$ cat src/rtl/ptpd_pkg.sv
// ptpd_pkg: shared widths, register indexes and reset values for the
// PID temperature-to-PWM block. No dependencies.
package ptpd_pkg;

  // Field widths
  localparam int TempW  = 16;
  localparam int ErrW   = 17;
  localparam int GainW  = 24;
  localparam int MapW   = 16;
  localparam int PidW   = 32;
  localparam int IntegW = 40;
  localparam int InDataW  = 16;
  localparam int OutDataW = 56;  // 16 + 32 + 1 = 49 bits, padded to 7 bytes
  localparam int CfgIdxW  = 3;
  localparam int CfgDataW = 24;

  // Shared multiplier operand / product widths
  localparam int MulAW = 25;
  localparam int MulBW = 22;
  localparam int MulPW = MulAW + MulBW;

  // Divide-by-20 unit: 64-bit dividend, one byte of quotient per step
  localparam int DivW      = 64;
  localparam int DivStepW  = 8;
  localparam int DivRemW   = 5;
  localparam int DivCntW   = 3;
  localparam int DivRecipW = 12;
  localparam logic [DivRecipW-1:0] DivRecip = 12'd3277;  // ceil(2^16 / 20)
  localparam int DivRecipShift = 16;
  localparam logic [DivRemW-1:0] DivConst = 5'd20;

  // Configuration register indexes
  localparam logic [CfgIdxW-1:0] RegSetpoint  = 3'd0;
  localparam logic [CfgIdxW-1:0] RegGainProp  = 3'd1;
  localparam logic [CfgIdxW-1:0] RegGainInteg = 3'd2;
  localparam logic [CfgIdxW-1:0] RegGainDeriv = 3'd3;
  localparam logic [CfgIdxW-1:0] RegMapSlope  = 3'd4;
  localparam logic [CfgIdxW-1:0] RegMapOffset = 3'd5;
  localparam logic [CfgIdxW-1:0] RegPwmPeriod = 3'd6;

  // Reset values
  localparam logic [TempW-1:0] SetpointRst  = 16'd15360;   // 60.0
  localparam logic [GainW-1:0] GainPropRst  = 24'd327680;  // 5.0
  localparam logic [GainW-1:0] GainIntegRst = 24'd1966;    // ~0.03
  localparam logic [GainW-1:0] GainDerivRst = 24'd196608;  // 3.0
  localparam logic [MapW-1:0]  MapSlopeRst  = 16'd36659;
  localparam logic [MapW-1:0]  MapOffsetRst = 16'hF115;    // -3819
  localparam logic [MapW-1:0]  PwmPeriodRst = 16'd10000;

endpackage

$ cat src/rtl/ptpd_mul.sv
// ptpd_mul: shared signed multiplier with registered product.
// Depends on ptpd_pkg.
module ptpd_mul (
  input  logic                                clk_i,
  input  logic                                en_i,
  input  logic signed [ptpd_pkg::MulAW-1:0]   a_i,
  input  logic signed [ptpd_pkg::MulBW-1:0]   b_i,
  output logic signed [ptpd_pkg::MulPW-1:0]   prod_o
);
  import ptpd_pkg::*;

  logic signed [MulPW-1:0] prod_q, prod_d;

  assign prod_d = MulPW'(a_i) * MulPW'(b_i);

  always_ff @(posedge clk_i) begin
    if (en_i) begin
      prod_q <= prod_d;
    end
  end

  assign prod_o = prod_q;

endmodule

$ cat src/rtl/ptpd_div20.sv
// ptpd_div20: iterative unsigned divide by 20, one quotient byte per cycle.
// Depends on ptpd_pkg.
module ptpd_div20 (
  input  logic                          clk_i,
  input  logic                          rst_ni,
  input  logic                          start_i,
  input  logic [ptpd_pkg::DivW-1:0]     dividend_i,
  output logic                          busy_o,
  output logic [ptpd_pkg::DivW-1:0]     quot_o
);
  import ptpd_pkg::*;

  localparam int VW = DivRemW + DivStepW;
  localparam int RW = VW + DivRecipW;

  logic [DivW-1:0]    sh_q, sh_d;
  logic [DivRemW-1:0] rem_q, rem_d;
  logic [DivCntW-1:0] cnt_q, cnt_d;
  logic               busy_q, busy_d;

  logic [VW-1:0]       val;
  logic [RW-1:0]       recip_prod;
  logic [DivStepW-1:0] qdig;
  logic [VW-1:0]       back;

  // reciprocal estimate is exact for val < 20 * 256
  assign val        = {rem_q, sh_q[DivW-1 -: DivStepW]};
  assign recip_prod = RW'(val) * RW'(DivRecip);
  assign qdig       = recip_prod[DivRecipShift +: DivStepW];
  assign back       = VW'(qdig) * VW'(DivConst);

  always_comb begin
    sh_d   = sh_q;
    rem_d  = rem_q;
    cnt_d  = cnt_q;
    busy_d = busy_q;
    if (start_i) begin
      sh_d   = dividend_i;
      rem_d  = '0;
      cnt_d  = '0;
      busy_d = 1'b1;
    end else if (busy_q) begin
      sh_d  = {sh_q[DivW-DivStepW-1:0], qdig};
      rem_d = DivRemW'(val - back);
      cnt_d = cnt_q + 1'b1;
      if (cnt_q == '1) begin
        busy_d = 1'b0;
      end
    end
  end

  always_ff @(posedge clk_i or negedge rst_ni) begin
    if (!rst_ni) begin
      busy_q <= 1'b0;
      cnt_q  <= '0;
    end else begin
      busy_q <= busy_d;
      cnt_q  <= cnt_d;
    end
  end

  always_ff @(posedge clk_i) begin
    sh_q  <= sh_d;
    rem_q <= rem_d;
  end

  assign busy_o = busy_q;
  assign quot_o = sh_q;

endmodule

$ cat src/rtl/pid_temperature_to_pwm_duty.sv
// pid_temperature_to_pwm_duty: discrete PID controller, temperature in, PWM duty out.
// Depends on ptpd_pkg, ptpd_mul, ptpd_div20.
//
// Usage:
//  - Slave stream takes one signed Q8.8 temperature per transfer (tdata[15:0]).
//  - Master stream gives one result per sample: duty, saturated Q.8 PID value
//    and the error-positive flag, packed in tdata.
//  - Config port: cfg_we_i writes cfg_data_i into register cfg_idx_i
//    (0 setpoint, 1..3 P/I/D gains, 4 map slope, 5 map offset, 6 PWM period);
//    index 7 is ignored. Write only while the block is idle.
//  - One sample at a time: the sequencer walks six products through the
//    single multiplier plus eight steps of the divide-by-20 unit.
//  - s_axis_tready is high only while the sequencer is idle.
//  - A finished result sits in the output register; the next sample is
//    accepted while it waits. If the receiver stalls, the sequencer holds the
//    following result in its last state until the output register frees up.
//  - Reset restores the register defaults, clears the integrator and previous
//    error, and makes the first sample after reset seed the previous error.
module pid_temperature_to_pwm_duty (
  input  logic                             clk_i,
  input  logic                             rst_ni,
  // tdata: [15:0] temperature
  input  logic [ptpd_pkg::InDataW-1:0]     s_axis_tdata,
  input  logic                             s_axis_tvalid,
  output logic                             s_axis_tready,
  // tdata: [15:0] duty, [47:16] pid_value, [48] error_positive, [55:49] zero
  output logic [ptpd_pkg::OutDataW-1:0]    m_axis_tdata,
  output logic                             m_axis_tvalid,
  input  logic                             m_axis_tready,
  input  logic                             cfg_we_i,
  input  logic [ptpd_pkg::CfgIdxW-1:0]     cfg_idx_i,
  input  logic [ptpd_pkg::CfgDataW-1:0]    cfg_data_i
);
  import ptpd_pkg::*;

  // sequencer states
  localparam logic [3:0] S_IDLE = 4'd0;
  localparam logic [3:0] S_ACC  = 4'd1;   // integrator update, derivative operand
  localparam logic [3:0] S_MAG  = 4'd2;   // issue kp*e, take |acc|
  localparam logic [3:0] S_MD   = 4'd3;   // issue kd*(de*10), add P
  localparam logic [3:0] S_MIL  = 4'd4;   // issue ki*|acc|lo, add D
  localparam logic [3:0] S_MIH  = 4'd5;   // issue ki*|acc|hi, keep lo product
  localparam logic [3:0] S_IADD = 4'd6;   // combine halves, start divide
  localparam logic [3:0] S_DIV  = 4'd7;   // wait for divide, add signed I
  localparam logic [3:0] S_RND  = 4'd8;   // round to Q.8, saturate
  localparam logic [3:0] S_MLO  = 4'd9;   // issue slope*pid[15:0]
  localparam logic [3:0] S_MHI  = 4'd10;  // issue slope*pid[31:16], offset + lo
  localparam logic [3:0] S_YADD = 4'd11;  // add hi product
  localparam logic [3:0] S_OUT  = 4'd12;  // clamp, load output register

  localparam int SumW  = 64;
  localparam int YW    = 50;
  localparam int HalfW = IntegW / 2;
  localparam int IProdW = GainW + HalfW;

  // configuration registers
  logic [TempW-1:0] setpoint_q;
  logic [GainW-1:0] kp_q, ki_q, kd_q;
  logic [MapW-1:0]  slope_q, offset_q, period_q;

  always_ff @(posedge clk_i or negedge rst_ni) begin
    if (!rst_ni) begin
      setpoint_q <= SetpointRst;
      kp_q       <= GainPropRst;
      ki_q       <= GainIntegRst;
      kd_q       <= GainDerivRst;
      slope_q    <= MapSlopeRst;
      offset_q   <= MapOffsetRst;
      period_q   <= PwmPeriodRst;
    end else if (cfg_we_i) begin
      case (cfg_idx_i)
        RegSetpoint:  setpoint_q <= cfg_data_i[TempW-1:0];
        RegGainProp:  kp_q       <= cfg_data_i[GainW-1:0];
        RegGainInteg: ki_q       <= cfg_data_i[GainW-1:0];
        RegGainDeriv: kd_q       <= cfg_data_i[GainW-1:0];
        RegMapSlope:  slope_q    <= cfg_data_i[MapW-1:0];
        RegMapOffset: offset_q   <= cfg_data_i[MapW-1:0];
        RegPwmPeriod: period_q   <= cfg_data_i[MapW-1:0];
        default: ;
      endcase
    end
  end

  // control state
  logic [3:0]        state_q, state_d;
  logic              primed_q;
  logic [ErrW-1:0]   prev_q;
  logic [IntegW-1:0] integ_q;
  logic              m_valid_q;

  // datapath registers
  logic [ErrW-1:0]    e_q, ep_q;
  logic [MulBW-1:0]   dop_q;
  logic [IntegW-1:0]  mag_q;
  logic [SumW-1:0]    sum_q;
  logic [IProdW-1:0]  ilo_q;
  logic [PidW-1:0]    pid_q;
  logic [YW-1:0]      y_q;
  logic [MapW-1:0]    duty_q;
  logic [PidW-1:0]    pid_out_q;
  logic               epos_q;

  logic accept;
  assign s_axis_tready = (state_q == S_IDLE);
  assign accept        = s_axis_tvalid && s_axis_tready;

  // error and previous error at accept
  logic [ErrW-1:0] e_new;
  assign e_new = {setpoint_q[TempW-1], setpoint_q} - {s_axis_tdata[TempW-1], s_axis_tdata};

  // integrator update, saturating at 40 bits
  logic [ErrW:0]     epair, ediff;
  logic [IntegW:0]   acc_wide;
  logic [IntegW-1:0] acc_sat;
  assign epair    = {e_q[ErrW-1], e_q} + {ep_q[ErrW-1], ep_q};
  assign ediff    = {e_q[ErrW-1], e_q} - {ep_q[ErrW-1], ep_q};
  assign acc_wide = {integ_q[IntegW-1], integ_q}
                  + {{(IntegW-ErrW){epair[ErrW]}}, epair};
  always_comb begin
    if (acc_wide[IntegW] != acc_wide[IntegW-1]) begin
      acc_sat = acc_wide[IntegW] ? {1'b1, {(IntegW-1){1'b0}}} : {1'b0, {(IntegW-1){1'b1}}};
    end else begin
      acc_sat = acc_wide[IntegW-1:0];
    end
  end

  // de*10 = de*8 + de*2
  logic [MulBW-1:0] dop_new;
  assign dop_new = {ediff[ErrW], ediff, 3'b000} + {{3{ediff[ErrW]}}, ediff, 1'b0};

  // shared multiplier
  logic                    mul_en;
  logic signed [MulAW-1:0] mul_a;
  logic signed [MulBW-1:0] mul_b;
  logic signed [MulPW-1:0] prod;

  always_comb begin
    mul_en = 1'b1;
    mul_a  = '0;
    mul_b  = '0;
    case (state_q)
      S_MAG: begin
        mul_a = {1'b0, kp_q};
        mul_b = {{(MulBW-ErrW){e_q[ErrW-1]}}, e_q};
      end
      S_MD: begin
        mul_a = {1'b0, kd_q};
        mul_b = dop_q;
      end
      S_MIL: begin
        mul_a = {1'b0, ki_q};
        mul_b = {{(MulBW-HalfW){1'b0}}, mag_q[HalfW-1:0]};
      end
      S_MIH: begin
        mul_a = {1'b0, ki_q};
        mul_b = {{(MulBW-HalfW){1'b0}}, mag_q[IntegW-1:HalfW]};
      end
      S_MLO: begin
        mul_a = {{(MulAW-MapW){1'b0}}, slope_q};
        mul_b = {{(MulBW-16){1'b0}}, pid_q[15:0]};
      end
      S_MHI: begin
        mul_a = {{(MulAW-MapW){1'b0}}, slope_q};
        mul_b = {{(MulBW-16){pid_q[PidW-1]}}, pid_q[PidW-1:16]};
      end
      default: mul_en = 1'b0;
    endcase
  end

  ptpd_mul u_mul (
    .clk_i  (clk_i),
    .en_i   (mul_en),
    .a_i    (mul_a),
    .b_i    (mul_b),
    .prod_o (prod)
  );

  // ki*|acc| = lo + hi<<20, then divided by 20
  logic            div_start, div_busy;
  logic [DivW-1:0] div_dividend, quot;
  assign div_start    = (state_q == S_IADD);
  assign div_dividend = {{(DivW-IProdW){1'b0}}, ilo_q}
                      + {prod[IProdW-1:0], {HalfW{1'b0}}};

  ptpd_div20 u_div (
    .clk_i      (clk_i),
    .rst_ni     (rst_ni),
    .start_i    (div_start),
    .dividend_i (div_dividend),
    .busy_o     (div_busy),
    .quot_o     (quot)
  );

  logic [SumW-1:0] prod_ext, iterm;
  assign prod_ext = {{(SumW-MulPW){prod[MulPW-1]}}, prod};
  assign iterm    = integ_q[IntegW-1] ? (~quot + 1'b1) : quot;

  // round half up to Q.8, saturate to 32 bits
  logic [SumW-1:0] rnd;
  logic [PidW-1:0] pid_sat;
  assign rnd = sum_q + SumW'(32768);
  always_comb begin
    if (rnd[SumW-1:16+PidW-1] != {(SumW-16-PidW+1){rnd[SumW-1]}}) begin
      pid_sat = rnd[SumW-1] ? {1'b1, {(PidW-1){1'b0}}} : {1'b0, {(PidW-1){1'b1}}};
    end else begin
      pid_sat = rnd[16 +: PidW];
    end
  end

  // duty clamp
  logic [MapW-1:0] duty_new;
  always_comb begin
    if (y_q[YW-1]) begin
      duty_new = '0;
    end else if (y_q[YW-2:0] >= {{(YW-1-2*MapW){1'b0}}, period_q, {MapW{1'b0}}}) begin
      duty_new = period_q;
    end else begin
      duty_new = y_q[2*MapW-1:MapW];
    end
  end

  logic out_free;
  assign out_free = !m_valid_q || m_axis_tready;

  // sequencer
  always_comb begin
    state_d = state_q;
    case (state_q)
      S_IDLE: if (accept) state_d = S_ACC;
      S_ACC:  state_d = S_MAG;
      S_MAG:  state_d = S_MD;
      S_MD:   state_d = S_MIL;
      S_MIL:  state_d = S_MIH;
      S_MIH:  state_d = S_IADD;
      S_IADD: state_d = S_DIV;
      S_DIV:  if (!div_busy) state_d = S_RND;
      S_RND:  state_d = S_MLO;
      S_MLO:  state_d = S_MHI;
      S_MHI:  state_d = S_YADD;
      S_YADD: state_d = S_OUT;
      S_OUT:  if (out_free) state_d = S_IDLE;
      default: state_d = S_IDLE;
    endcase
  end

  always_ff @(posedge clk_i or negedge rst_ni) begin
    if (!rst_ni) begin
      state_q   <= S_IDLE;
      primed_q  <= 1'b0;
      prev_q    <= '0;
      integ_q   <= '0;
      m_valid_q <= 1'b0;
    end else begin
      state_q <= state_d;
      if (accept) begin
        primed_q <= 1'b1;
      end
      if (state_q == S_ACC) begin
        integ_q <= acc_sat;
        prev_q  <= e_q;
      end
      if (state_q == S_OUT && out_free) begin
        m_valid_q <= 1'b1;
      end else if (m_axis_tready) begin
        m_valid_q <= 1'b0;
      end
    end
  end

  always_ff @(posedge clk_i) begin
    if (accept) begin
      e_q  <= e_new;
      ep_q <= primed_q ? prev_q : e_new;  // first sample seeds previous error
    end
    case (state_q)
      S_ACC:  dop_q <= dop_new;
      S_MAG: begin
        mag_q <= integ_q[IntegW-1] ? (~integ_q + 1'b1) : integ_q;
        sum_q <= '0;
      end
      S_MD:   sum_q <= sum_q + prod_ext;
      S_MIL:  sum_q <= sum_q + prod_ext;
      S_MIH:  ilo_q <= prod[IProdW-1:0];
      S_DIV:  if (!div_busy) sum_q <= sum_q + iterm;
      S_RND:  pid_q <= pid_sat;
      S_MHI:  y_q <= {{(YW-2*MapW){offset_q[MapW-1]}}, offset_q, {MapW{1'b0}}}
                   + {{(YW-2*MapW){1'b0}}, prod[2*MapW-1:0]};
      S_YADD: y_q <= y_q + {prod[YW-MapW-1:0], {MapW{1'b0}}};
      S_OUT: begin
        if (out_free) begin
          duty_q    <= duty_new;
          pid_out_q <= pid_q;
          epos_q    <= !e_q[ErrW-1] && (e_q != '0);
        end
      end
      default: ;
    endcase
  end

  assign m_axis_tvalid = m_valid_q;
  assign m_axis_tdata  = {{(OutDataW-MapW-PidW-1){1'b0}}, epos_q, pid_out_q, duty_q};

endmodule

$ cat config.mk
export PLATFORM = sky130hd
export DESIGN_NAME = pid_temperature_to_pwm_duty
export DESIGN_NICKNAME = d
export VERILOG_FILES = /design/src/rtl/ptpd_pkg.sv /design/src/rtl/ptpd_mul.sv /design/src/rtl/ptpd_div20.sv /design/src/rtl/pid_temperature_to_pwm_duty.sv
export SDC_FILE = /design/constraint.sdc
export NUM_CORES = 2
export LEC_CHECK = 0
export BUFFER_PORTS_ARGS = -buffer_cell sky130_fd_sc_hd__clkbuf_2
export CAP_MARGIN = 10
export CORE_MARGIN = 2
export CORE_UTILIZATION = 35
export DETAILED_ROUTE_END_ITERATION = 16
export GPL_TIMING_DRIVEN = 0
export PLACE_DENSITY_LB_ADDON = 0.25
export SLEW_MARGIN = 20
export SYNTH_ARGS = -nofsm -noshare
export SYNTH_HDL_FRONTEND = slang
export SYNTH_HIERARCHICAL = 1
export SYNTH_SLANG_ARGS = --single-unit
$ cat constraint.sdc
create_clock -name clk_i -period 24.1 [get_ports clk_i]
set_input_delay 3.615 -clock clk_i [delete_from_list [all_inputs] [get_ports clk_i]]
set_output_delay 3.615 -clock clk_i [all_outputs]
set_load 0.02 [all_outputs]
==> flow_summary.rst <==
.. list-table::
   :header-rows: 1

   * - Metric
     - Value
   * - Setup Buffers After CTS
     - 0
   * - Fraction of layout instances using a drive strength above 1
     - 8.388%
   * - Last weighted congestion value of the routability-driven placer
     - 0.9656
   * - Storage element area
     - 18590 um^2
   * - Start point of the worst hold path
     - pid_q[1]$_DFFE_PP_
   * - Actual slew at the worst max-slew pin
     - 1.189 ns
   * - Final Setup Violations
     - 0
   * - Dominant cell type by count on the critical path
     - sky130_fd_sc_hd__fa_1
   * - Number of buffers inserted during clock tree synthesis
     - 78
   * - Hold Buf Count CTS
     - 0
   * - Endpoint required time on the critical path
     - 24.48 ns
   * - Area inside the core boundary
     - 185200 um^2
   * - Post-layout utilization of the core
     - 38.87%
   * - Worst Hold Margin
     - 0.4569 ns
   * - Busiest layer in global routing
     - met2
   * - Setup slack of the worst register-to-register path
     - 12.60 ns
   * - Distinct cells, synth
     - 99
   * - Yosys warning count
     - 6
   * - Upper clock frequency limit
     - 86.98 MHz
   * - Fraction of met2 tracks used by global routing
     - 36.89%
   * - Routed via count
     - 49810
   * - CP startpoint
     - state_q[1]$_DFFE_PN0P_
   * - Root Driver
     - sky130_fd_sc_hd__clkbuf_16
   * - Number of placed I/O pins
     - 106
   * - End of the worst register-to-register path
     - u_mul/prod_o[46]$_DFFE_PP_
   * - Final count of pins violating max slew
     - 0
   * - Count of TritonRoute iterations in the first routing pass
     - 6
   * - Async set-reset flop share out of synthesis
     - 31.09%
   * - Cells on worst reg2reg path
     - 28
   * - Critical Path Start Type
     - flop
   * - Drt first-iter violations
     - 4023
   * - Final hold viol count
     - 0
   * - Kind of path behind the tightest hold check
     - flop to flop
   * - Post-synthesis sequential area ratio
     - 28.50%
   * - Via/cell ratio
     - 5.320
   * - Max cap viols
     - 0
   * - Number of global-route vias before repair
     - 50420
   * - Result of the run
     - finished, final reports clean
   * - Post-route ant nets
     - 0
   * - TritonCTS clock tree
     - yes
   * - Pin count of the biggest net entering global routing
     - 77
   * - Number of H-tree levels
     - 3
   * - Overflow after GRT
     - 0
   * - Met3 GRT Util
     - 3.783%
   * - Dpl hpwl
     - 176.0 mm
   * - Worst reg2reg startpoint
     - state_q[1]$_DFFE_PN0P_
   * - Area growth from synthesis to layout
     - 10.40%
   * - Cell with the biggest individual delay on the critical path
     - sky130_fd_sc_hd__clkbuf_1
   * - DIE HEIGHT
     - 435.7 um
   * - Routed length per instance
     - 23.44 um
   * - Overall die width
     - 435.7 um
   * - Min cycle time layout
     - 11.50 ns
   * - Number of antenna violations at the first check in global routing
     - 7
   * - Die area
     - 189800 um^2
   * - Worst clock skew
     - 0.04675 ns
   * - Clock-pin slew of the registers on the worst-case setup and hold paths
     - 0.06 ns
   * - Data arrival time of the critical path
     - 11.88 ns
   * - Area used by multi-input combinational logic
     - 42420 um^2
   * - Post-route cell area
     - 72010 um^2
   * - Starting utilization of the core area
     - 35.21%
   * - Post-route fraction of the period consumed by the critical path
     - 47.70%
   * - Clock Sinks
     - 653
   * - Number of remaining DRC errors
     - 0
   * - Start-to-end type of the worst setup path
     - flop to flop
   * - Fill cell instance count of the final layout
     - 18380
   * - Combined area of all synthesized cells
     - 65230 um^2
   * - Synth Instances
     - 6601
   * - Std-Cell Rows
     - 158
   * - Post-placement cell area
     - 69420 um^2
   * - Number of port buffers
     - 96
   * - Net count of the finished layout
     - 8004
   * - Drt total wl
     - 219.5 mm
   * - Post-CTS Resized
     - 0
   * - Worst Path Max Fanout
     - 10
   * - Crit path largest cell delay
     - 0.95 ns
   * - Aggregate negative setup slack
     - 0 ns
   * - Clock insertion delay at the later pin of the skew report
     - 0.72 ns
   * - Average cell area after synthesis
     - 9.881 um^2
   * - Normalized max-slew margin
     - 20.75%
   * - Setup repair after global routing missed its margin
     - no
   * - Buffer levels on the longest clock path
     - 3
   * - Kind of end point of the critical path
     - flop
   * - Critical Path Sink
     - u_mul/prod_o[46]$_DFFE_PP_
   * - Met1 Usage GRT
     - 29.41%
   * - Total global routing track utilization
     - 22.90%
   * - Flops & latches, synth
     - 653
   * - Most instantiated flip-flop cell in the synthesis netlist
     - sky130_fd_sc_hd__edfxtp_1
   * - First-pass GRT wire length
     - 326.1 mm
   * - Number of flops mapped to enable cells by yosys
     - 445
==> kinds of logic (layout without fill, tap and decap cells) <==
family,after synthesis,after routing,synth area share [%]
and+or+nand+nor,1762,1762,13.23
AOI/OAI and AO/OA,1221,1221,12.18
adders and majority gates,1169,1169,29.83
buffers and inverters,1145,1413,6.641
DFF,653,653,28.50
xor gates and xnor gates,403,403,5.433
muxes,247,247,4.180
other,1,14,0.005749
==> per-layer routing <==
| metal | up-vias | wire (um) |
|---|---|---|
| met5 | - | 31 |
| met4 | 4 | 13510 |
| met3 | 391 | 13570 |
| met2 | 1571 | 100700 |
| met1 | 24930 | 91650 |
| li1 | 22910 | - |
==> state kept, by name (all words and copies together) (netlist names), 5 cells and up <==
signal        count
integ_q          40
y_q              50
u_div/rem_q       5
mag_q            40
prev_q           17
duty_q           16
e_q              17
pid_out_q        32
slope_q          16
kd_q             24
sum_q            64
u_div/quot_o     64
ep_q             17
pid_q            32
period_q         16
offset_q         16
dop_q            21
ilo_q            44
setpoint_q       16
ki_q             24
u_mul/prod_o     47
kp_q             24
==> layout by cell type (no fill, tap or decap), types with 30 or more instances in the layout <==
cell type and count:
sky130_fd_sc_hd__inv_1 858, sky130_fd_sc_hd__nand2_1 691, sky130_fd_sc_hd__fa_1 652, sky130_fd_sc_hd__ha_1 490
sky130_fd_sc_hd__edfxtp_1 445, sky130_fd_sc_hd__o21ai_0 311, sky130_fd_sc_hd__a21oi_1 288, sky130_fd_sc_hd__clkbuf_1 282
sky130_fd_sc_hd__nor2_1 258, sky130_fd_sc_hd__and2_1 255, sky130_fd_sc_hd__xnor2_1 247, sky130_fd_sc_hd__mux2_2 203
sky130_fd_sc_hd__dfrtp_1 165, sky130_fd_sc_hd__xor2_1 155, sky130_fd_sc_hd__a21o_1 144, sky130_fd_sc_hd__nand3_1 107
sky130_fd_sc_hd__clkbuf_2 97, sky130_fd_sc_hd__clkbuf_16 80, sky130_fd_sc_hd__nor3_1 67, sky130_fd_sc_hd__nand4_1 60
sky130_fd_sc_hd__and3_1 52, sky130_fd_sc_hd__a22oi_1 51, sky130_fd_sc_hd__o31ai_1 47, sky130_fd_sc_hd__nand2b_1 46
sky130_fd_sc_hd__o21bai_1 46, sky130_fd_sc_hd__o21a_1 46, sky130_fd_sc_hd__mux2i_1 44, sky130_fd_sc_hd__nor4_1 40
sky130_fd_sc_hd__dfstp_2 38, sky130_fd_sc_hd__nor2b_1 36, sky130_fd_sc_hd__a31oi_1 31, sky130_fd_sc_hd__a211oi_1 30
==> through the flow <==
stage	cells	setup WS (ns)
global route	9360	12.27
finish	9362	12.60
global placement	9187	10.88
CTS	9359	12.42
floorplan	6611	14.90
detailed placement	9214	12.46
==> cell usage after synthesis, types with 47 or more instances <==
cell type                  number  share of area (%)
sky130_fd_sc_hd__o21ai_0      311                2.4
sky130_fd_sc_hd__a21oi_1      290                2.2
sky130_fd_sc_hd__xor2_1       155                2.1
sky130_fd_sc_hd__a21o_1       144                1.7
sky130_fd_sc_hd__edfxtp_1     445                 20
sky130_fd_sc_hd__nand3_1      107               0.82
sky130_fd_sc_hd__nand4_1       60               0.58
sky130_fd_sc_hd__fa_1         652                 20
sky130_fd_sc_hd__nand2_1      692                4.0
sky130_fd_sc_hd__a22oi_1       51               0.59
sky130_fd_sc_hd__mux2_2       203                3.5
sky130_fd_sc_hd__clkbuf_1     263                1.5
sky130_fd_sc_hd__inv_1        858                4.9
sky130_fd_sc_hd__o31ai_1       48               0.55
sky130_fd_sc_hd__and2_1       256                2.5
sky130_fd_sc_hd__xnor2_1      247                3.3
sky130_fd_sc_hd__nor3_1        71               0.54
sky130_fd_sc_hd__o21a_1        47               0.54
sky130_fd_sc_hd__dfrtp_1      165                6.3
sky130_fd_sc_hd__nor2_1       260                1.5
sky130_fd_sc_hd__ha_1         490                9.4
sky130_fd_sc_hd__and3_1        53               0.51
==> how the worst min path moves through the flow <==
stage,endpoint,depth (start not counted)
detailed placement,pid_out_q[1]$_DFFE_PP_,0
floorplan,pid_out_q[0]$_DFFE_PP_,0
finish,pid_out_q[1]$_DFFE_PP_,0
CTS,pid_out_q[1]$_DFFE_PP_,0
global route,pid_out_q[1]$_DFFE_PP_,0
global placement,pid_out_q[1]$_DFFE_PP_,0
==> layout make-up <==
class,count,share of cell area [%]
plain buffers,286,1.553
multi-input cells,4813,58.92
inverters,859,4.478
clock buffers,112,3.072
flip-flops and latches,653,25.82
clock inverters,33,0.4952
well taps,2480,4.309
repair buffers,123,1.345
diodes,3,0.01043
==> critical path, delay by kind of cell, from the launching register on <==
| kind | cells | cell delay [ns] |
|---|---|---|
| DFF | 1 | 0.37 |
| AOI/OAI and AO/OA | 9 | 2.32 |
| and+or+nand+nor | 5 | 2.09 |
| buffers and inverters | 6 | 2.29 |
| adders and majority gates | 8 | 4.07 |
Power is not shown: default switching activity piles up to over one toggle a cycle in this logic, so the estimate is an artifact.
